<file path="config.mk">
export PLATFORM = sky130hd
export DESIGN_NAME = dgpid_error
export DESIGN_NICKNAME = d
export VERILOG_FILES = /design/src/sv/dgpid_error.sv
export VERILOG_INCLUDE_DIRS = /design/src /design/src/sv
export SDC_FILE = /design/constraint.sdc
export NUM_CORES = 1
export LEC_CHECK = 0
export BUFFER_PORTS_ARGS = -buffer_cell sky130_fd_sc_hd__buf_2
export CAP_MARGIN = 20
export CORE_UTILIZATION = 38
export DETAILED_ROUTE_END_ITERATION = 6
export PLACE_DENSITY = 0.58
export SETUP_SLACK_MARGIN = 0.4
export SYNTH_ARGS = -nofsm -noshare
export SYNTH_HDL_FRONTEND = slang
export SYNTH_SLANG_ARGS = --single-unit
</file>
<file path="constraint.sdc">
create_clock -name clk -period 14.2 [get_ports clk]
set_input_delay 2.84 -clock clk [delete_from_list [all_inputs] [get_ports clk]]
set_output_delay 2.84 -clock clk [all_outputs]
set_load 0.02 [all_outputs]
</file>
<file path="src/sv/direction_gain_pid_position_macros.svh">
// assertion helpers shared by the controller files
`ifndef DIRECTION_GAIN_PID_POSITION_MACROS_SVH
`define DIRECTION_GAIN_PID_POSITION_MACROS_SVH

// same-cycle implication, masked while dis is high
`define DGPID_ASSERT_NOW(lbl, clk, dis, ante, cons) \
  lbl: assert property (@(posedge clk) disable iff (dis) (ante) |-> (cons)) \
    else $error("dgpid: same-cycle check failed");

// next-cycle implication, masked while dis is high
`define DGPID_ASSERT_NEXT(lbl, clk, dis, ante, cons) \
  lbl: assert property (@(posedge clk) disable iff (dis) (ante) |=> (cons)) \
    else $error("dgpid: next-cycle check failed");

`endif

</file>
<file path="src/sv/dgpid_error.sv">
`default_nettype none
`include "direction_gain_pid_position_macros.svh"

module dgpid_error #(
  parameter int POSITION_BITS = 32,
  parameter int INTEGRAL_BITS = 48
) (
  input  logic                            clk,
  input  logic                            rst,
  input  logic                            load,
  input  logic signed [POSITION_BITS-1:0] target,
  input  logic signed [POSITION_BITS-1:0] measured,
  output logic signed [POSITION_BITS:0]   err,
  output logic signed [INTEGRAL_BITS-1:0] error_sum,
  output logic signed [POSITION_BITS+1:0] diff
);

  localparam int ERR_BITS  = POSITION_BITS + 1;
  localparam int DIFF_BITS = POSITION_BITS + 2;
  localparam logic signed [INTEGRAL_BITS-1:0] SUM_MAX = {1'b0, {(INTEGRAL_BITS-1){1'b1}}};
  localparam logic signed [INTEGRAL_BITS-1:0] SUM_MIN = {1'b1, {(INTEGRAL_BITS-1){1'b0}}};

  logic signed [ERR_BITS-1:0]      err_next;
  logic signed [INTEGRAL_BITS:0]   sum_wide;
  logic                            sum_over;
  logic signed [INTEGRAL_BITS-1:0] error_sum_next;
  logic signed [DIFF_BITS-1:0]     diff_next;
  logic signed [ERR_BITS-1:0]      previous_error;

  always_comb begin
    err_next = ERR_BITS'(target) - ERR_BITS'(measured);
    sum_wide = (INTEGRAL_BITS+1)'(error_sum) + (INTEGRAL_BITS+1)'(err_next);
    // top two bits disagree: the sum left the signed range, so stick at the limit
    sum_over = sum_wide[INTEGRAL_BITS] != sum_wide[INTEGRAL_BITS-1];
    if (sum_over) begin
      error_sum_next = sum_wide[INTEGRAL_BITS] ? SUM_MIN : SUM_MAX;
    end else begin
      error_sum_next = sum_wide[INTEGRAL_BITS-1:0];
    end
    diff_next = DIFF_BITS'(err_next) - DIFF_BITS'(previous_error);
  end

  always_ff @(posedge clk) begin
    if (rst) begin
      error_sum      <= '0;
      previous_error <= '0;
    end else if (load) begin
      error_sum      <= error_sum_next;
      previous_error <= err_next;
    end
  end

  // diff only travels with the word, no reset needed
  always_ff @(posedge clk) begin
    if (load) begin
      diff <= diff_next;
    end
  end

  // the updated error is the one the downstream terms use
  assign err = previous_error;

  `DGPID_ASSERT_NEXT(a_sum_holds_high, clk, rst, load && error_sum == SUM_MAX && !err_next[ERR_BITS-1], error_sum == SUM_MAX)
  `DGPID_ASSERT_NEXT(a_sum_holds_low, clk, rst, load && error_sum == SUM_MIN && err_next[ERR_BITS-1], error_sum == SUM_MIN)
  `DGPID_ASSERT_NEXT(a_state_idle, clk, rst, !load, $stable(error_sum) && $stable(previous_error))

endmodule

`default_nettype wire

</file>
== Yosys cells after proc, flatten, opt, wreduce, memory -nomap -nowiden ==
Cells that the tools add are included.

* $add $sub $neg: 3
* Equal/unequal tests: 1
* Multiplexer cells: 2

{| class="wikitable"
|+ Operators by type and width
! operator !! number
|-
| 2-to-1 mux 48 bit || 2
|-
| adder 48 x 33 -> 49 bit || 1
|-
| subtractor 33 x 33 -> 34 bit || 1
|-
| subtractor 32 x 32 -> 33 bit || 1
|-
| != test 1 bit || 1
|}

* Logic and storage cells: 9
* Flip-flop bits (word level): 115
* Bits of input ports: 67

== Depth between registers and ports, before layout ==
Gate-level depths: netlist of run 1.

* Depth after elaboration: 4
* Mapped depth: 29

== Worst setup path before layout of run 1 ==
Ideal clock, no wire load.

* Path kind: in2reg
* Start: input port measured[17]
* End: register error_sum[27]
* Stages on the path: 28
* Setup slack: 5.328 ns
* Library setup time: 0.119 ns
* Data arrival time: 8.754 ns
* Cells stage by stage: inv_1 > ha_1 > clkbuf_1 > a21o_1 > a21o_1 > a21oi_1 > o21ai_0 > a21o_1 > a21oi_1 > o21ba_2 > a21oi_1 > o31a_1 > and2_1 > o21ai_0 > ha_1 > buf_2 > a21o_1 > a21o_1 > a21oi_1 > o21ai_1 > a311o_1 > nand2_1 > nand3_1 > a21oi_1 > xor2_2 > clkbuf_1 > a21oi_1 > o221a_2

* Longest elaborated chain between the ends: 4
* Elaborated cells on any way between the ends: 5

{| class="wikitable"
|+ RTL lines
! element !! line !! RTL
|-
| start: declaration || dgpid_error.sv:12 || <nowiki>input logic signed [POSITION_BITS-1:0] measured,</nowiki>
|-
| subtractor 32 x 32 -> 33 bit (*) || dgpid_error.sv:31 || <nowiki>err_next = ERR_BITS'(target) - ERR_BITS'(measured);</nowiki>
|-
| net err_next[32] || dgpid_error.sv:23 || <nowiki>logic signed [ERR_BITS-1:0] err_next;</nowiki>
|-
| adder 48 x 33 -> 49 bit (*) || dgpid_error.sv:32 || <nowiki>sum_wide = (INTEGRAL_BITS+1)'(error_sum) + (INTEGRAL_BITS+1)'(err_next);</nowiki>
|-
| 2-to-1 mux 48 bit / != test 1 bit (equally long branches) || dgpid_error.sv:36, dgpid_error.sv:34 ||
|-
| 2-to-1 mux 48 bit (*) || dgpid_error.sv:35 || <nowiki>if (sum_over) begin</nowiki>
|-
| end signal: assignment || dgpid_error.sv:48 || <nowiki>error_sum <= error_sum_next;</nowiki>
|-
| end: declaration || dgpid_error.sv:14 || <nowiki>output logic signed [INTEGRAL_BITS-1:0] error_sum,</nowiki>
|}

Mark *: on every way through the listed nets, which the timed path passes. The rest lies on a longest branch.
A chain may end at the register's enable or synchronous reset.

== Worst setup path after layout of run 1 ==
* Start: input port target[0]
* End: register error_sum[11]

* Longest elaborated chain between the ends: 4
* Elaborated cells on any way between the ends: 5

{| class="wikitable"
|+ RTL lines
! element !! line !! RTL
|-
| start: declaration || dgpid_error.sv:11 || <nowiki>input logic signed [POSITION_BITS-1:0] target,</nowiki>
|-
| subtractor 32 x 32 -> 33 bit (*) || dgpid_error.sv:31 ||
|-
| net err_next[32] || dgpid_error.sv:23 ||
|-
| adder 48 x 33 -> 49 bit (*) || dgpid_error.sv:32 ||
|-
| 2-to-1 mux 48 bit / != test 1 bit (equally long branches) || dgpid_error.sv:36, dgpid_error.sv:34 ||
|-
| 2-to-1 mux 48 bit (*) || dgpid_error.sv:35 ||
|}

Marks and branches as above.

==> results of run 1 <==
through the flow:
stage	hold slack [ps]	area (sq um)	total power (uW)
floorplan	557	10600	1410
finish	488	12400	2150
CTS	481	12400	2160
global route	519	12400	2310
global placement	467	11800	1680
detailed placement	471	11800	1700
how the worst min path moves through the flow:
stage	startpoint	endpoint	slack, ps
floorplan	err[19]$_SDFFE_PP0P_	err[19]$_SDFFE_PP0P_	560
finish	err[23]$_SDFFE_PP0P_	err[23]$_SDFFE_PP0P_	490
global route	err[19]$_SDFFE_PP0P_	err[19]$_SDFFE_PP0P_	520
global placement	err[23]$_SDFFE_PP0P_	err[23]$_SDFFE_PP0P_	470
CTS	err[23]$_SDFFE_PP0P_	err[23]$_SDFFE_PP0P_	480
detailed placement	err[23]$_SDFFE_PP0P_	err[23]$_SDFFE_PP0P_	470
registers in the layout, indices dropped and copies added (netlist names):
register	flops
error_sum	48
err	33
diff	34
routing by layer:
layer | wire [um] | vias to the layer above | global-route usage, %
met1 | 14700 | 4738 | 29.1
met4 | 424 | 0 | 5.72
li1 | - | 5095 | -
met3 | 1300 | 26 | 3.43
met5 | 0 | - | 0
met2 | 13900 | 231 | 34.1
cell type report:
class	count	area share (%)
multi-input cells	1017	59.0
diodes	1	0.0202
clock buffers	17	3.44
repair buffers	189	7.85
clock inverters	15	1.37
inverters	107	3.24
flip-flops and latches	115	21.3
well taps	372	3.76
worst reg2reg max path, stage by stage (launching register included):
cell       delay (ps)
dfxtp_1           330
ha_1              260
fa_1              430
a21o_1            200
a221o_1           360
a211o_1           320
nand4bb_1         270
nand2_1           220
o21ai_1           170
nand3_1           120
nand3_1           210
a31oi_4           540
buf_4             490
a21oi_1           140
o221a_1           250
logic make-up (layout without fill, tap and decap cells):
kind of cell | count (synthesis) | count (layout) | share of synthesized area (%)
other | 0 | 1 | 0
muxes | 18 | 18 | 1.70
buffers and inverters | 176 | 328 | 6.55
AOI/OAI and AO/OA | 477 | 477 | 30.7
DFF | 115 | 115 | 24.9
xor gates and xnor gates | 96 | 96 | 7.99
and+or+nand+nor | 306 | 306 | 13.9
adders and majority gates | 120 | 120 | 14.3
cells in the final DEF (no fill, tap or decap), types with 6 or more instances in the layout:
cell type,Yosys,routed
buf_2,12,180
nor3_1,23,23
nor2b_1,18,18
a21boi_0,6,6
nand3_1,37,37
clkbuf_16,0,17
mux2i_1,18,18
o221a_2,32,32
o211ai_1,9,9
o21ai_0,103,102
inv_1,106,106
a31oi_1,18,18
nand2b_1,13,13
nand2_1,69,69
nor2_1,90,90
ha_1,114,114
nand4_1,14,14
a21o_1,48,48
buf_4,1,8
xor2_1,34,34
edfxtp_1,34,34
and3_1,15,15
o21a_1,10,10
o21ai_1,6,6
xnor2_1,61,61
dfxtp_1,81,81
o221a_1,13,13
a21oi_1,146,146
o21bai_1,12,12
report_power, final:
group          internal, uW  leakage (uW)  switching [uW]
Sequential              436       0.00101            46.2
Clock                   263      0.000287             187
Combinational           472       0.00435             745
==> impl_metrics.json, run 1 <==
{
  "status": "finished, final reports clean",
  "rows": 60,
  "clk_pin_slew_ps": 60,
  "synth-edff-count": 34,
  "tns_ps": 0,
  "regArea_sq_um": 2640,
  "postCtsSetupBuffers": 0,
  "start_util_pct": 39.1,
  "ys_types": 81,
  "via_per_inst": 5.50,
  "dp.cells": 1800,
  "synth_ff_type": "dfxtp_1",
  "crit_type": "in2reg",
  "crit_path_start_kind": "primary input",
  "final_core_util_pct": 45.6,
  "yosysMostFrequentCell": "a21oi_1",
  "numClockSinks": 115,
  "wl_per_cell_um": 16.6,
  "min_period_ps": 9250,
  "grt_pass1_vias": 9265,
  "dr_total_vias": 10100,
  "cp.depth": 29,
  "worst_pin_slew_ps": 770,
  "core_sq_um": 27200,
  "crit_buf_inv": 4,
  "final_net_count": 1631,
  "cts_root_buffer": "clkbuf_16",
  "synth_commonest_cells": "a21oi_1, ha_1, inv_1",
  "syn_area_per_cell_sq_um": 8.12,
  "crit_arrival_ps": 9560,
  "slowest_delay_ps": 620,
  "multi_input_area_sq_um": 7300,
  "syn_inst": 1308,
  "crit_start": "target[0]",
  "stdcell_count": 1833,
  "reg2reg_to": "error_sum[0]$_SDFFE_PP0P_",
  "clk_latency_ps": 430,
  "drc": 0,
  "cp-endpoint": "error_sum[11]$_SDFFE_PP0P_",
  "synth_area_leaders": "dfxtp_1, ha_1, edfxtp_1, a21oi_1, xnor2_1",
  "io_pins": 182,
  "dieArea_sq_um": 28600,
  "syn2layout_area_growth_pct": 16.6,
  "wirelength_um": 30300,
  "ctsHoldBuffers": 0,
  "grt_first_pass_wirelength_um": 48100,
  "die_w_um": 169,
  "fp.dieH_um": 169,
  "crit_family": "compound AO/OA/AOI/OAI gates",
  "async_flop_share_pct": 0,
  "post-dp-hpwl_um": 23200,
  "fin_crit_sh_pct": 65.1,
  "r2r-start": "error_sum[0]$_SDFFE_PP0P_",
  "clock_path_buffers": 2,
  "slew_viol_final": 0,
  "synth.top_cell.area_share_pct": 15.3,
  "firstDrtPassIters": 5,
  "peakVddDrop_mv": 0.0722,
  "grt_max_degree": 70,
  "syn-cell-area_sq_um": 10600,
  "synth_nets": 1492,
  "p_leak_uw": 0.00564,
  "cts_tree": "done",
  "cts_buffers": 17,
  "grt_usage_pct": 21.1,
  "hold_depth": 2,
  "drt_iter0_markers": 583,
  "drive_gt1_share_pct": 19.4,
  "hold_path.class": "reg2reg",
  "critPathCaptureType": "flop",
  "setup_slack_ps": 4950,
  "reg2regPathDepth": 14,
  "dp_slack_ps": 4480,
  "critical_path_required_ps": 14510,
  "powerDensity_nw_per_um2": 174,
  "htree_levels": 4,
  "fmax_ghz": 0.108,
  "grt_setup_unrepaired": "no",
  "gr-total-overflow": 0,
  "yosys.area.top_type": "dfxtp_1",
  "final.fill_count": 2796,
  "regToRegSetupSlack_ps": 9790,
  "ant_nets": 0,
  "hold_viol_final": 0,
  "skew_ps": 15.4,
  "cts_resized": 0,
  "maxCapViolCount": 0,
  "place.gp.congestion": 0.878,
  "slew_headroom_pct": 48.2,
  "critical-path-slowest-cell": "buf_4",
  "synth_warnings": 0,
  "finalSetupViolations": 0,
  "antenna_found_initial": 1,
  "crit_top_cell": "a21oi_1",
  "seq_area_frac_synth_pct": 24.9,
  "synth_seq_cells": 115,
  "crit_path_max_fanout": 67,
  "io_buffers": 181
}
No activity file was read; power rests on OpenSTA's default activity.
==> run 2: changes to the inputs <==
- ABC_AREA: not set -> 1
- PLACE_DENSITY: 0.58 -> 0.6
- clock period: 14.2 -> 7.5 ns (I/O delays scaled with it)
==> impl_metrics.json, run 2 <==
{
  "status": "finished, final reports clean",
  "grt_first_pass_wirelength_um": 63300,
  "synth_xor_area_share_pct": 6.69,
  "r2r-start": "error_sum[0]$_SDFFE_PP0P_",
  "yosys.area_share.simple_pct": 26.3,
  "critPathCaptureType": "flop",
  "final_common_cell": "nand2_1",
  "synth_warnings": 0,
  "cts_root_buffer": "clkbuf_16",
  "clk_latency_ps": 440,
  "dr_total_vias": 12100,
  "firstDrtPassIters": 5,
  "grt_setup_unrepaired": "no",
  "combPwrFrac_pct": 61.1,
  "dieArea_sq_um": 30700,
  "die_w_um": 175,
  "finalSetupViolations": 0,
  "reg2reg_to": "error_sum[41]$_SDFFE_PP0P_",
  "regMostFlops": "error_sum",
  "synth-edff-count": 34,
  "cts_buffers": 17,
  "synth_compound_area_share_pct": 19.5,
  "synth_nets": 1975,
  "final_net_count": 2153,
  "ys_types": 37,
  "min_period_ps": 6060,
  "yosys-mux-area-fraction_pct": 0,
  "maxCapViolCount": 0,
  "slew_viol_final": 0,
  "grt_pass1_vias": 11900,
  "hold_depth": 2,
  "skew_ps": 10.8,
  "drt_iter0_markers": 827,
  "synth_seq_cells": 115,
  "min-delay-start": "error_sum[25]$_SDFFE_PP0P_",
  "numClockSinks": 115,
  "place.gp.congestion": 0.972,
  "clock_path_buffers": 2,
  "place_area_sq_um": 12700,
  "power_switching_uw": 2280,
  "seqPwrFrac_pct": 21.0,
  "clk_pin_slew_ps": 60,
  "drive_gt1_share_pct": 11.6,
  "postCtsSetupBuffers": 0,
  "ant_nets": 0,
  "syn_inst": 1791,
  "hold_viol_final": 0,
  "yosysMostFrequentCell": "nand2_1",
  "intPower_uw": 2190,
  "insertedDiodeCount": 0,
  "fmax_ghz": 0.165,
  "wl_per_cell_um": 17.1,
  "fp.dieH_um": 175,
  "cts_resized": 0,
  "start_util_pct": 38.5,
  "async_flop_share_pct": 0,
  "syn-cell-area_sq_um": 11400,
  "crit_arrival_ps": 6430,
  "powerDensity_nw_per_um2": 338,
  "synth.top_cell.area_share_pct": 14.5,
  "synthAdderAreaFrac_pct": 13.1,
  "io_buffers": 181,
  "crit_path_max_fanout": 46,
  "gr-total-overflow": 0,
  "wirelength_um": 40500,
  "slew_headroom_pct": 37.5,
  "final_area_sq_um": 13200,
  "layout_common_cells": "nand2_1, inv_1, a21oi_1, buf_2, nor2_1",
  "core_sq_um": 29600,
  "via_per_inst": 5.12,
  "cts_tree": "done",
  "critical_path_required_ps": 7870,
  "io_pins": 182,
  "grt_max_degree": 59,
  "drc": 0,
  "peakVddDrop_mv": 0.145,
  "htree_levels": 4,
  "syn_area_per_cell_sq_um": 6.36,
  "grt_usage_pct": 26.7,
  "ctsHoldBuffers": 0,
  "fin_crit_sh_pct": 80.8,
  "min_to": "error_sum[25]$_SDFFE_PP0P_",
  "synth_commonest_cells": "nand2_1, inv_1, a21oi_1",
  "sw_frac_of_total_pct": 51.0,
  "synth_ff_type": "dfxtp_1",
  "crit_type": "in2reg",
  "p_leak_uw": 0.00712,
  "reg2regPathDepth": 15,
  "yosys.area.top_type": "nand2_1",
  "post-dp-hpwl_um": 33600,
  "antenna_found_initial": 0,
  "tns_ps": 0,
  "worst_pin_slew_ps": 935,
  "syn2layout_area_growth_pct": 16.3,
  "seq_area_frac_synth_pct": 23.2,
  "rows": 63,
  "crit_path_start_kind": "primary input",
  "regToRegSetupSlack_ps": 4200,
  "synth_top_family_by_area": "simple AND/OR/NAND/NOR gates",
  "clkPwrFrac_pct": 17.8,
  "largest_reg_flops": 48,
  "hold_path.class": "reg2reg",
  "synth_area_leaders": "nand2_1, dfxtp_1, ha_1, inv_1, a21oi_1"
}
run 2: kinds of logic after synthesis:
group / count (synthesis)
simple gates: 736
fa+ha+maj: 117
compound gates: 407
buf+inv: 329
flops: 115
xor+xnor: 87
run 2: power groups by stage:
stage                     Sequential, uW  Combinational [uW]  Clock [uW]
final                                940                2730         797
after global routing                 957                3050         836
after CTS                            944                2730         813
after detailed placement             955                2710           0
after global placement               952                2710           0
after floorplan                     1140                1730           0
run 2: metrics by stage:
stage	setup WS [ps]	utilization, %	hold WS [ps]	instances	power (uW)
2_1_floorplan	2210	-	560	1791	2870
3_3_place_gp	1170	42.9	507	2340	3670
3_5_place_dp	1010	42.9	517	2340	3670
4_1_cts	1470	44.8	525	2372	4480
5_1_grt	794	44.8	540	2372	4840
6_report	1440	44.8	524	2372	4470
run 2: layout make-up:
| type | instances | area (sq um) |
|---|---|---|
| multi-input combinational | 1347 | 7460 |
| timing repair buffer | 187 | 953 |
| clock inverter | 13 | 106 |
| sequential | 115 | 2640 |
| fill | 3232 | 16300 |
| tap | 390 | 488 |
| inverter | 301 | 1130 |
| clock buffer | 19 | 453 |
run 2: worst max-delay path by stage:
| stage | start | to | slack [ps] | depth (start not counted) |
|---|---|---|---|---|
| 6_report | target[0] | error_sum[41]$_SDFFE_PP0P_ | 1440 | 28 |
| 5_1_grt | target[0] | error_sum[23]$_SDFFE_PP0P_ | 790 | 28 |
| 4_1_cts | target[0] | error_sum[26]$_SDFFE_PP0P_ | 1470 | 28 |
| 3_5_place_dp | target[0] | error_sum[26]$_SDFFE_PP0P_ | 1010 | 28 |
| 3_3_place_gp | target[0] | error_sum[26]$_SDFFE_PP0P_ | 1170 | 28 |
| 2_1_floorplan | target[0] | error_sum[35]$_SDFFE_PP0P_ | 2210 | 26 |
run 2: metal layers:
| metal | vias up | part of all wire (%) | GRT usage (%) |
|---|---|---|---|
| met1 | 5531 | 45 | 33.3 |
| met5 | - | 0 | 0 |
| met2 | 347 | 49 | 47.7 |
| met3 | 53 | 4.0 | 2.83 |
| met4 | 0 | 2.4 | 8.66 |
| li1 | 6213 | - | - |
run 2: worst max-delay path, cell delays in order:
cell and delay, ps:
buf_2 80, inv_1 30, ha_1 210, fa_1 360, inv_1 90, nand3_1 70, nand2_1 130, a21oi_1 110
o21ai_0 170, buf_4 160, nand2_1 50, nand2_1 130, nand3_1 110, nand3_1 80, nand2_1 70, inv_1 540
ha_1 440, nand2_2 170, inv_1 50, a21oi_1 190, nand2_1 100, a21oi_1 240, nand3_1 140, nand2_1 70
nand2_1 80, nand2_2 690, nand3_1 190, a21oi_1 150
==> run 3: changes to the inputs <==
- ABC_AREA: 1 -> 0
- PLACE_DENSITY: 0.6 -> 0.58
- clock period: 7.5 -> 6.2 ns (I/O delays scaled with it)
==> impl_metrics.json, run 3 (same netlist as run 1, synthesis figures left out) <==
{
  "status": "finished, final reports clean",
  "crit_start": "measured[1]",
  "peakVddDrop_mv": 0.194,
  "clock_path_buffers": 2,
  "via_per_inst": 5.40,
  "final_common_cell": "buf_4",
  "clk_latency_ps": 430,
  "powerDensity_nw_per_um2": 402,
  "intPower_uw": 3420,
  "stdcell_count": 2050,
  "finalSetupViolations": 0,
  "firstDrtPassIters": 5,
  "tns_ps": 0,
  "wl_per_cell_um": 16.6,
  "regMostFlops": "error_sum",
  "dp.cells": 1992,
  "dieArea_sq_um": 28600,
  "syn2layout_area_growth_pct": 39.9,
  "crit_path_start_kind": "primary input",
  "grt_setup_unrepaired": "yes",
  "critical_path_required_ps": 6510,
  "grt_usage_pct": 23.4,
  "slew_viol_final": 0,
  "final_core_util_pct": 54.7,
  "core_sq_um": 27200,
  "combPwrFrac_pct": 63.6,
  "min-delay-start": "err[0]$_SDFFE_PP0P_",
  "p_leak_uw": 0.00691,
  "slowest_delay_ps": 370,
  "clk_pin_slew_ps": 60,
  "power_uw": 5970,
  "fin_crit_sh_pct": 95.3,
  "ant_nets": 0,
  "drt_iter0_markers": 681,
  "wirelength_um": 34100,
  "slew_headroom_pct": 38.5,
  "cts_tree": "done",
  "fp.dieH_um": 169,
  "numClockSinks": 115,
  "dr_total_vias": 11100,
  "final_area_sq_um": 14900,
  "grt_first_pass_wirelength_um": 53700,
  "gr-total-overflow": 0,
  "htree_levels": 4,
  "place.gp.congestion": 0.893,
  "rows": 60,
  "drc": 0,
  "io_buffers": 181,
  "grt_pass1_vias": 10600,
  "skew_ps": 13.1,
  "regToRegSetupSlack_ps": 2240,
  "final_net_count": 1848,
  "critical-path-slowest-cell": "a311o_1",
  "power_switching_uw": 2550,
  "final.fill_count": 2531,
  "min_period_ps": 5910,
  "sw_frac_of_total_pct": 42.7,
  "critPathCaptureType": "flop",
  "crit_arrival_ps": 6220,
  "ctsHoldBuffers": 0,
  "cts_buffers": 17,
  "grt_max_degree": 106,
  "drive_gt1_share_pct": 35.7,
  "cts_root_buffer": "clkbuf_16",
  "clkPwrFrac_pct": 17.8,
  "hold_path.class": "reg2reg",
  "io_pins": 182,
  "hold_viol_final": 0,
  "die_w_um": 169,
  "antenna_found_initial": 1,
  "place_area_sq_um": 13400,
  "start_util_pct": 39.1,
  "fmax_ghz": 0.169,
  "crit_type": "in2reg",
  "maxCapViolCount": 0,
  "crit_path_max_fanout": 7,
  "largest_reg_flops": 48,
  "r2r-start": "err[0]$_SDFFE_PP0P_",
  "layout_common_cells": "buf_4, buf_2, a21oi_1, inv_1, ha_1",
  "worst_pin_slew_ps": 923,
  "post-dp-hpwl_um": 25000,
  "seqPwrFrac_pct": 18.6
}
-- run 3: through the flow --
step	setup WS (ps)	hold WS (ps)
floorplan	335	557
global placement	-373	483
detailed placement	-443	492
CTS	345	500
global route	103	518
finish	293	496
-- run 3: routing by layer --
| metal | routed length [um] | vias to the layer above | global-route usage (%) |
|---|---|---|---|
| li1 | - | 5539 | - |
| met1 | 15900 | 5233 | 31.4 |
| met2 | 16200 | 261 | 39.6 |
| met3 | 1350 | 38 | 2.33 |
| met4 | 609 | 0 | 6.93 |
| met5 | 0 | - | 0 |
-- run 3: final timing paths --
path              depth (start not counted)                   endpoint
setup / recovery                         29  error_sum[4]$_SDFFE_PP0P_
hold / removal                            2        err[0]$_SDFFE_PP0P_
setup reg to reg                         16         diff[32]$_DFFE_PP_
hold reg to reg                           2        err[0]$_SDFFE_PP0P_
-- run 3: final cells by class --
| class | instances | area [sq um] | area share (%) |
|---|---|---|---|
| Antenna cell | 1 | 2.50 | 0.0168 |
| Clock buffer | 18 | 439 | 2.96 |
| Clock inverter | 14 | 178 | 1.20 |
| Inverter | 107 | 417 | 2.80 |
| Multi-Input combinational cell | 1017 | 7860 | 52.9 |
| Sequential cell | 115 | 2640 | 17.8 |
| Tap cell | 372 | 465 | 3.13 |
| Timing Repair Buffer | 406 | 2860 | 19.2 |
-- run 3: power by group through the flow --
| stage | registers (uW) | logic (uW) | clock network (uW) |
|---|---|---|---|
| floorplan | 1330 | 1990 | 0 |
| global placement | 1120 | 3310 | 0 |
| detailed placement | 1120 | 3360 | 0 |
| CTS | 1110 | 3590 | 1080 |
| global route | 1130 | 4130 | 1100 |
| finish | 1110 | 3800 | 1060 |
-- run 3: what timing repair did --
action | in CTS | in global routing
buffers inserted | 13 | 4
setup endpoints to repair | 51 | 53
pin swaps | 33 | 47
gates resized for setup | 46 | 78
cloned | 4 | 4
endpoints found under the hold margin | 0 | 0
-- run 3: critical path, delay by kind of cell --
family / cells / cell delay (ps)
compound gates: 14 / 2570
buf+inv: 6 / 900
simple gates: 6 / 780
fa+ha+maj: 2 / 510
xor+xnor: 1 / 230
